[config.mk]
export PLATFORM = sky130hd
export DESIGN_NAME = sorted_unique_set_table
export DESIGN_NICKNAME = d
export VERILOG_FILES = /design/src/sust_pkg.sv /design/src/sust_ctrl.sv /design/src/sust_dpath.sv /design/src/sorted_unique_set_table.sv
export SDC_FILE = /design/constraint.sdc
export NUM_CORES = 2
export LEC_CHECK = 0
export BUFFER_PORTS_ARGS = -buffer_cell sky130_fd_sc_hd__buf_2
export CAP_MARGIN = 20
export CORE_MARGIN = 2
export CORE_UTILIZATION = 70
export DETAILED_ROUTE_END_ITERATION = 8
export HOLD_SLACK_MARGIN = 0.15
export PLACE_DENSITY_LB_ADDON = 0.25
export SLEW_MARGIN = 20
export SYNTH_ARGS = -nofsm -noshare
export SYNTH_HDL_FRONTEND = slang
export SYNTH_SLANG_ARGS = --single-unit
export TNS_END_PERCENT = 50
[constraint.sdc]
create_clock -name clk -period 12.9 [get_ports clk]
set_clock_uncertainty 0.2 [all_clocks]
set_input_delay 1.935 -clock clk [delete_from_list [all_inputs] [get_ports clk]]
set_output_delay 1.935 -clock clk [all_outputs]
set_load 0.03 [all_outputs]
[src/sust_pkg.sv]
// sust_pkg: shared types, constants and a helper function for the sorted unique set table
// used by sust_ctrl, sust_dpath and sorted_unique_set_table; no dependencies
package sust_pkg;

  localparam int CAPACITY = 16;
  localparam int IDX_W    = (CAPACITY > 1) ? $clog2(CAPACITY) : 1;
  localparam int CNT_W    = $clog2(CAPACITY + 1);
  localparam int KEY_W    = 32;
  localparam int ACT_W    = 2;
  localparam int STS_W    = 3;
  localparam int POS_W    = 5;

  typedef enum logic [ACT_W-1:0] {
    ACT_INSERT = 2'd0,
    ACT_SEARCH = 2'd1,
    ACT_DELETE = 2'd2
  } action_t;

  typedef enum logic [STS_W-1:0] {
    STS_INSERTED = 3'd0,
    STS_PRESENT  = 3'd1,
    STS_FOUND    = 3'd2,
    STS_MISSING  = 3'd3,
    STS_REMOVED  = 3'd4,
    STS_EMPTY    = 3'd5,
    STS_FULL     = 3'd6
  } status_t;

  typedef enum logic {
    S_IDLE,
    S_UPDATE
  } state_t;

  typedef struct packed {
    logic capture;
    logic commit;
  } cmd_t;

  typedef struct packed {
    logic out_free;
  } stat_t;

  // index of the set bit in a one-hot row
  function automatic logic [IDX_W-1:0] onehot_index(input logic [CAPACITY-1:0] row);
    logic [IDX_W-1:0] idx;
    idx = '0;
    for (int i = 0; i < CAPACITY; i++) begin
      if (row[i]) begin
        idx = idx | IDX_W'(i);
      end
    end
    return idx;
  endfunction

endpackage

[src/sust_ctrl.sv]
// sust_ctrl: two-state controller that sequences capture and commit of one request
// depends on sust_pkg
module sust_ctrl (
  input  logic            clk,
  input  logic            rst,
  input  logic            in_valid,
  output logic            in_ready,
  input  sust_pkg::stat_t stat,
  output sust_pkg::cmd_t  cmd
);
  import sust_pkg::*;

  state_t state;
  state_t state_next;

  always_ff @(posedge clk) begin
    if (rst) begin
      state <= S_IDLE;
    end else begin
      state <= state_next;
    end
  end

  always_comb begin
    state_next = state;
    case (state)
      S_IDLE: begin
        if (in_valid) begin
          state_next = S_UPDATE;
        end
      end
      S_UPDATE: begin
        if (stat.out_free) begin
          state_next = S_IDLE;
        end
      end
      default: state_next = S_IDLE;
    endcase
  end

  always_comb begin
    in_ready    = 1'b0;
    cmd.capture = 1'b0;
    cmd.commit  = 1'b0;
    case (state)
      S_IDLE: begin
        in_ready    = 1'b1;
        cmd.capture = in_valid;
      end
      S_UPDATE: begin
        cmd.commit = stat.out_free;
      end
      default: begin
        in_ready = 1'b0;
      end
    endcase
  end

endmodule

[src/sust_dpath.sv]
// sust_dpath: row of compare cells holding the sorted values, count and result register
// depends on sust_pkg; driven by sust_ctrl commands
module sust_dpath (
  input  logic                                clk,
  input  logic                                rst,
  input  logic [sust_pkg::ACT_W-1:0]          action,
  input  logic signed [sust_pkg::KEY_W-1:0]   key_value,
  input  sust_pkg::cmd_t                      cmd,
  output sust_pkg::stat_t                     stat,
  output logic                                out_valid,
  input  logic                                out_ready,
  output logic [sust_pkg::STS_W-1:0]          status,
  output logic [sust_pkg::POS_W-1:0]          position,
  output logic [sust_pkg::POS_W-1:0]          entry_count
);
  import sust_pkg::*;

  logic signed [KEY_W-1:0] entries [CAPACITY];
  logic signed [KEY_W-1:0] ins_row [CAPACITY];
  logic signed [KEY_W-1:0] del_row [CAPACITY];
  logic [CNT_W-1:0]        count;
  logic [CNT_W-1:0]        count_next;
  logic [ACT_W-1:0]        act_q;
  logic signed [KEY_W-1:0] key_q;
  logic [CAPACITY-1:0]     lt_q;
  logic [CAPACITY-1:0]     eq_q;
  logic [CAPACITY-1:0]     lt_next;
  logic [CAPACITY-1:0]     eq_next;
  logic                    hit;
  logic                    empty;
  logic                    full;
  logic                    do_insert;
  logic                    do_delete;
  status_t                 res_status;
  logic [POS_W-1:0]        res_pos;

  // compare cells against the incoming word
  always_comb begin
    for (int i = 0; i < CAPACITY; i++) begin
      lt_next[i] = (CNT_W'(i) < count) && (entries[i] < key_value);
      eq_next[i] = (CNT_W'(i) < count) && (entries[i] == key_value);
    end
  end

  always_ff @(posedge clk) begin
    if (cmd.capture) begin
      act_q <= action;
      key_q <= key_value;
      lt_q  <= lt_next;
      eq_q  <= eq_next;
    end
  end

  // shifted rows for insert and delete
  always_comb begin
    for (int i = 0; i < CAPACITY; i++) begin
      ins_row[i] = entries[i];
      del_row[i] = entries[i];
    end
    if (!lt_q[0]) begin
      ins_row[0] = key_q;
    end
    for (int i = 1; i < CAPACITY; i++) begin
      if (!lt_q[i]) begin
        ins_row[i] = lt_q[i-1] ? key_q : entries[i-1];
      end
    end
    for (int i = 0; i < CAPACITY - 1; i++) begin
      if (!lt_q[i]) begin
        del_row[i] = entries[i+1];
      end
    end
  end

  assign hit   = |eq_q;
  assign empty = (count == '0);
  assign full  = (count == CNT_W'(CAPACITY));

  always_comb begin
    do_insert  = 1'b0;
    do_delete  = 1'b0;
    res_pos    = '0;
    count_next = count;
    case (act_q)
      ACT_INSERT: begin
        if (hit) begin
          res_status = STS_PRESENT;
        end else if (full) begin
          res_status = STS_FULL;
        end else begin
          res_status = STS_INSERTED;
          do_insert  = 1'b1;
          count_next = count + 1'b1;
        end
      end
      ACT_DELETE: begin
        if (empty) begin
          res_status = STS_EMPTY;
        end else if (!hit) begin
          res_status = STS_MISSING;
        end else begin
          res_status = STS_REMOVED;
          do_delete  = 1'b1;
          count_next = count - 1'b1;
        end
      end
      default: begin
        if (empty) begin
          res_status = STS_EMPTY;
        end else if (hit) begin
          res_status = STS_FOUND;
          res_pos    = POS_W'({1'b0, onehot_index(eq_q)}) + 1'b1;
        end else begin
          res_status = STS_MISSING;
        end
      end
    endcase
  end

  always_ff @(posedge clk) begin
    if (cmd.commit && do_insert) begin
      entries <= ins_row;
    end else if (cmd.commit && do_delete) begin
      entries <= del_row;
    end
  end

  always_ff @(posedge clk) begin
    if (rst) begin
      count <= '0;
    end else if (cmd.commit) begin
      count <= count_next;
    end
  end

  always_ff @(posedge clk) begin
    if (cmd.commit) begin
      status      <= res_status;
      position    <= res_pos;
      entry_count <= POS_W'(count_next);
    end
  end

  always_ff @(posedge clk) begin
    if (rst) begin
      out_valid <= 1'b0;
    end else if (cmd.commit) begin
      out_valid <= 1'b1;
    end else if (out_ready) begin
      out_valid <= 1'b0;
    end
  end

  assign stat.out_free = !out_valid || out_ready;

endmodule

[src/sorted_unique_set_table.sv]
// sorted_unique_set_table: sorted set of signed words with insert, search and delete
// the result register loads in S_UPDATE after a word is accepted, later while the last result waits
// a new word is taken only in S_IDLE, after the compare and shift/commit steps of the last word
// the result register lets the next word in while a result waits to be taken
// reset: set emptied, no result pending; stored values undefined until written
// depends on sust_pkg, sust_ctrl, sust_dpath
module sorted_unique_set_table (
  input  logic                               clk,
  input  logic                               rst,
  input  logic                               in_valid,
  output logic                               in_ready,
  input  logic [sust_pkg::ACT_W-1:0]         action,
  input  logic signed [sust_pkg::KEY_W-1:0]  key_value,
  output logic                               out_valid,
  input  logic                               out_ready,
  output logic [sust_pkg::STS_W-1:0]         status,
  output logic [sust_pkg::POS_W-1:0]         position,
  output logic [sust_pkg::POS_W-1:0]         entry_count
);
  import sust_pkg::*;

  cmd_t  cmd;
  stat_t stat;

  sust_ctrl u_ctrl (
    .clk      (clk),
    .rst      (rst),
    .in_valid (in_valid),
    .in_ready (in_ready),
    .stat     (stat),
    .cmd      (cmd)
  );

  sust_dpath u_dpath (
    .clk         (clk),
    .rst         (rst),
    .action      (action),
    .key_value   (key_value),
    .cmd         (cmd),
    .stat        (stat),
    .out_valid   (out_valid),
    .out_ready   (out_ready),
    .status      (status),
    .position    (position),
    .entry_count (entry_count)
  );

  a_one_in_flight: assert property (@(posedge clk) disable iff (rst)
    in_valid && in_ready |=> !in_ready)
    else $error("word accepted while previous request still in flight");

  a_commit_needs_room: assert property (@(posedge clk) disable iff (rst)
    cmd.commit |-> stat.out_free)
    else $error("commit while result register still holds an untaken word");

  a_count_bound: assert property (@(posedge clk) disable iff (rst)
    out_valid |-> entry_count <= POS_W'(CAPACITY))
    else $error("entry count above capacity");

  a_position_found: assert property (@(posedge clk) disable iff (rst)
    out_valid |-> ((status == STS_FOUND) == (position != '0)))
    else $error("position disagrees with status");

  a_insert_nonempty: assert property (@(posedge clk) disable iff (rst)
    out_valid && (status == STS_INSERTED || status == STS_REMOVED ||
                  status == STS_FOUND) |-> (status != STS_INSERTED) || (entry_count != '0))
    else $error("insert reported with empty set");

endmodule
* Word level (Yosys, flattened, before mapping) *
Index checks and enable logic that the tools add are counted.

storage, ports and cells
  flip-flop bits (word level) = 598
  memories = 0
  latch bits = 0
  bits in read-only memories = 0
  bits in writable memories = 0
  bits of input ports = 38

cells by class
  divide/modulo/power cells = 0
  equality and inequality tests = 18
  shift-type cells = 0
  multiplexer cells = 92
  bitwise gates (word level) = 18
  $add $sub $neg = 3
  $mul = 0
  $lt $le $gt $ge = 32
  reductions and logical operators = 59

operator list
  cell                   number
  $mux W32               46
  $mux W512              2
  $eq A32 B32 Y1         16
  $lt A32 B32 Y1         16
  $mux W4                11
  $lt A4 B5 Y1 const A   8
  $logic_and A1 B1 Y1    34
  $reduce_and A2 Y1      16
  $mux W3                9
  $lt A3 B5 Y1 const A   4
  $mux W5                4
  $not A1 Y1             18
  $reduce_or A16 Y1      1
  $mux W1                15
  $lt A1 B5 Y1 const A   2
  $lt A2 B5 Y1 const A   2
  $pmux W5 S2            1
  $pmux W3 S2            1
  $add A4 B1 Y5 const B  1
  $add A5 B1 Y5 const B  1
  $eq A5 B5 Y1 const B   1
  $logic_not A5 Y1       1
  $sub A5 B1 Y5 const B  1
  $mux W2                2
  8 further kinds        9

* Longest topological paths before layout *
  depth in word-level cells = 19
  mapped depth = 10
  gate-level depth less buffers = 9

* Cells and area by module *
A second synthesis with hierarchy kept.

unflattened totals
  cell total of the unflattened synthesis = 3785
  area, all modules = 40252.4 µm²

modules (own cells, without submodules)
  module      instances  cells each  area each (µm²)  seq. area each (µm²)
  sust_dpath  1          3779        40199.8          17867.1
  sust_ctrl   1          6           52.6             20.0

* Worst setup path after synthesis *
No wires, ideal clock.

  path type = input port to flip-flop
  start = in in_valid
  end = reg u_dpath.act_q[0], enable pin
  slack = 7367 ps
  stages on the path = 1
  arrival time = 4835 ps
  data required time = 12202 ps
  path through = nor2b_1

between the ends
  longest elaborated chain between the ends = 1

ends and longest elaborated chain
  item                    line                           text
  start: declaration      sorted_unique_set_table.sv:10  input logic in_valid,
  $mux W1                 sust_ctrl.sv:45                case (state)
  end signal: assignment  sust_dpath.sv:47               act_q <= action;
  end: declaration        sust_dpath.sv:23               logic [ACT_W-1:0] act_q;

Every way passes these cells.
A chain may end at the register's enable or synchronous reset.

==> parameters.txt <==
Parameter                              Value

Yosys
  Mapped Nets    4,330
  Share of the synthesized area in the top cell type    0.4428
  Yosys Warn Count    0
  Syn Std Cell Area    40,080 um2
  Synth Instances    3,776
  Library cells used by synthesis    69
  Number of synthesized flops with an enable pin    591
  Async set or reset register ratio after synthesis    0
  Cell taking the most area after synthesis    sky130_fd_sc_hd__edfxtp_1
  Main synth FF type    sky130_fd_sc_hd__edfxtp_1
  Number of flip-flops and latches in the synthesized netlist    598
  Register area share after synthesis    0.4463
  Mean area per synthesized cell    10.61 um2
  Leading cell types by total area after synthesis    sky130_fd_sc_hd__edfxtp_1, sky130_fd_sc_hd__ha_1, sky130_fd_sc_hd__mux2i_1

Routing
  ANT nets after route    0
  Per-cell routed wire length    23.14 um
  First-pass iteration count of the detailed router    6
  First DRT Iteration DRCs    3,608
  Post-detailed-route via-to-cell ratio    6.806
  Number of remaining DRC errors    0
  Vias post-DR    30,830
  Total Routed Length    104,800 um

Worst setup path
  RR Startpoint    u_dpath.eq_q[12]
  Kind of launch point of the worst setup path    primary input
  Worst setup EP type    flip-flop
  Data arrival time of the critical path    5.29 ns
  Worst Setup Path Type    primary input to flip-flop
  Critical path required time    13.06 ns
  Beginning of the critical path    out_ready
  Worst-case register-to-register setup slack    8.61 ns
  Worst-path maximum fanout    282

Placement
  Weighted congestion at the end of routability-driven global placement    0.9488
  Count of input and output buffers    52
  Placement Cell Area    40,870 um2
  HPWL after detailed placement    77,320 um

Layout
  Layout cell share with drive strength beyond 1    0.06653
  Most used cells in the layout excluding fill and tap cells    sky130_fd_sc_hd__nand2_1, sky130_fd_sc_hd__edfxtp_1, sky130_fd_sc_hd__ha_1
  Most common cell after layout, fill and taps aside    sky130_fd_sc_hd__nand2_1
  Number of nets in the layout    4,283
  Antenna Cells    0
  Filler cell count in the final layout    3,626
  Synthesis-to-finish area growth    7.217%
  Final instance area    42,980 um2

Pwr
  Leak    18.10 nW
  Worst VDD drop    0.09782 mV
  Cell Pwr Density    106.9 nW/um2

Worst hold path
  Critical hold path startpoint    u_dpath.out_valid
  Class of the most critical hold timing path    flip-flop to flip-flop

Job
  Max Cap Violations    0

Die
  Height of the die    243.3 um
  Width of the die    243.3 um
  Num rows    87
  IO Count    53
  Core region area    56,500 um2
  Initial cell density of the core    0.7095
  Area of the die    59,190 um2

Clock network
  Deepest clock path buffer count    3
  Total CTS buffers    67
  Clk Latency, worst-skew pair    0.62 ns
  Worst-path clk slew    0.06 ns
  CTS tree    built
  CTS H-tree lvls    3
  Clock sink count    598
  Number of cells upsized or downsized after cts    0
  Clock root buffer    sky130_fd_sc_hd__clkbuf_16
  Quantity of hold-fixing buffers added after cts    0
  Number of buffers inserted to repair setup after CTS    0

Global routing
  Global-route congestion overflow total    0
  Number of global-route vias before repair    30,070
  GRT Resource Usage Total    0.3500
  First-pass GRT wire length    164,800 um
  Pin count of the biggest net entering global routing    283
  Number of antenna violations at the first check in global routing    2

STA
  Number of setup violations in the final report    0
  Ratio of final minimum period to clock period    0.3980
  Maximum achievable frequency    194.8 MHz
  Final number of max-transition violations    0
  Slew of the pin with the lowest slew margin    1.087 ns
  Shortest period the worst path allows    5.135 ns
  Post-Route Setup TNS    0 ns
  Final hold violation count    0
  Setup repair after global routing missed its margin    no
  Worst rel slew slack    0.2742

Outcome
  Result of the run    finished, final reports clean
## through the flow
| step | total power (W) | setup slack (ns) | util | hold slack, ns | instances |
|---|---|---|---|---|---|
| detailed placement | 0.002719 | 7.265 | 0.7234 | 0.3147 | 4415 |
| global route | 0.004709 | 7.512 | 0.7607 | 0.3515 | 4529 |
| CTS | 0.004575 | 7.904 | 0.7603 | 0.3229 | 4528 |
| finish | 0.004593 | 7.765 | 0.7607 | 0.3183 | 4529 |
| global placement | 0.002689 | 7.429 | 0.7234 | 0.2970 | 4415 |
| floorplan | 0.002566 | 7.367 | - | 0.2940 | 3776 |
## logic make-up after synthesis
kind of cell               after synthesis  synth area share
and+or+nand+nor                        983            0.1105
adders and majority gates              516            0.1611
buffers and inverters                  277           0.02856
xor gates and xnor gates                13          0.002841
DFF                                    598            0.4463
muxes                                  522            0.1315
AOI/OAI and AO/OA                      867            0.1192
## routing by layer
metal / wire length [um] / up-vias / share of wire / GRT usage
met5: 42 / - / 0.00040 / 0
met4: 5020 / 6 / 0.048 / 0.1624
met2: 47720 / 1649 / 0.46 / 0.5479
li1: - / 14110 / - / -
met1: 42690 / 14770 / 0.41 / 0.4888
met3: 9346 / 286 / 0.089 / 0.04505
## worst max-delay path: stages
cell	delay, ns
sky130_fd_sc_hd__buf_2	0.09
sky130_fd_sc_hd__nand2b_1	0.14
sky130_fd_sc_hd__nand2_1	0.15
sky130_fd_sc_hd__clkinv_1	0.55
sky130_fd_sc_hd__nand3_4	0.25
sky130_fd_sc_hd__buf_12	0.73
sky130_fd_sc_hd__buf_12	0.77
sky130_fd_sc_hd__mux2_2	0.42
## cell usage after synthesis, types with 9 or more instances
| master | n |
|---|---|
| sky130_fd_sc_hd__a221oi_1 | 23 |
| sky130_fd_sc_hd__ha_1 | 516 |
| sky130_fd_sc_hd__nand4_1 | 71 |
| sky130_fd_sc_hd__buf_2 | 54 |
| sky130_fd_sc_hd__edfxtp_1 | 591 |
| sky130_fd_sc_hd__nand2_1 | 592 |
| sky130_fd_sc_hd__clkbuf_1 | 146 |
| sky130_fd_sc_hd__mux2_2 | 32 |
| sky130_fd_sc_hd__nor2b_1 | 11 |
| sky130_fd_sc_hd__a211oi_1 | 13 |
| sky130_fd_sc_hd__inv_1 | 66 |
| sky130_fd_sc_hd__mux2i_1 | 486 |
| sky130_fd_sc_hd__o21ai_0 | 499 |
| sky130_fd_sc_hd__o211ai_1 | 15 |
| sky130_fd_sc_hd__or4_1 | 11 |
| sky130_fd_sc_hd__xor2_1 | 9 |
| sky130_fd_sc_hd__a21o_1 | 41 |
| sky130_fd_sc_hd__nor2_1 | 125 |
| sky130_fd_sc_hd__a21oi_1 | 209 |
| sky130_fd_sc_hd__nor4_1 | 26 |
| sky130_fd_sc_hd__nand2b_1 | 14 |
| sky130_fd_sc_hd__and4_1 | 21 |
| sky130_fd_sc_hd__o21ai_1 | 9 |
| sky130_fd_sc_hd__nand3_1 | 50 |
| sky130_fd_sc_hd__nor3_1 | 9 |
| sky130_fd_sc_hd__or3_1 | 9 |
## power breakdown
part | total [W] | switching, W | internal (W)
Clock | 0.00190 | 0.000797 | 0.00110
Sequential | 0.00221 | 0.0000657 | 0.00215
Combinational | 0.000482 | 0.000291 | 0.000191
Total | 0.00459 | 0.00115 | 0.00344
## area by class of cell
class	count	area, um2	share of cell area
multi-input cells	2901	21180	0.4929
flip-flops and latches	598	17890	0.4162
clock buffers	89	1843	0.04289
well taps	756	945.9	0.02201
repair buffers	93	618.1	0.01438
inverters	68	255.2	0.005939
clock inverters	24	245.2	0.005706
## registers in the layout, summed over array words and instances, names as in the netlist
| register | count |
|---|---|
| u_dpath.out_valid | 1 |
| u_dpath.status | 3 |
| u_dpath.lt_q | 16 |
| u_dpath.del_row | 32 |
| u_dpath.position | 5 |
| u_dpath.eq_q | 16 |
| u_dpath.key_q | 32 |
| u_dpath.count | 5 |
| u_ctrl.state | 1 |
| u_dpath.act_q | 2 |
| u_dpath.entries | 480 |
| u_dpath.entry_count | 5 |
## path summary, 6_finish.rpt
check | endpoint | cells after the start
max | u_dpath.entries[490] | 8
min | u_dpath.out_valid | 2
max reg2reg | u_dpath.del_row[6] | 7
min reg2reg | u_dpath.out_valid | 2
No activity file was read; power rests on OpenSTA's default activity.
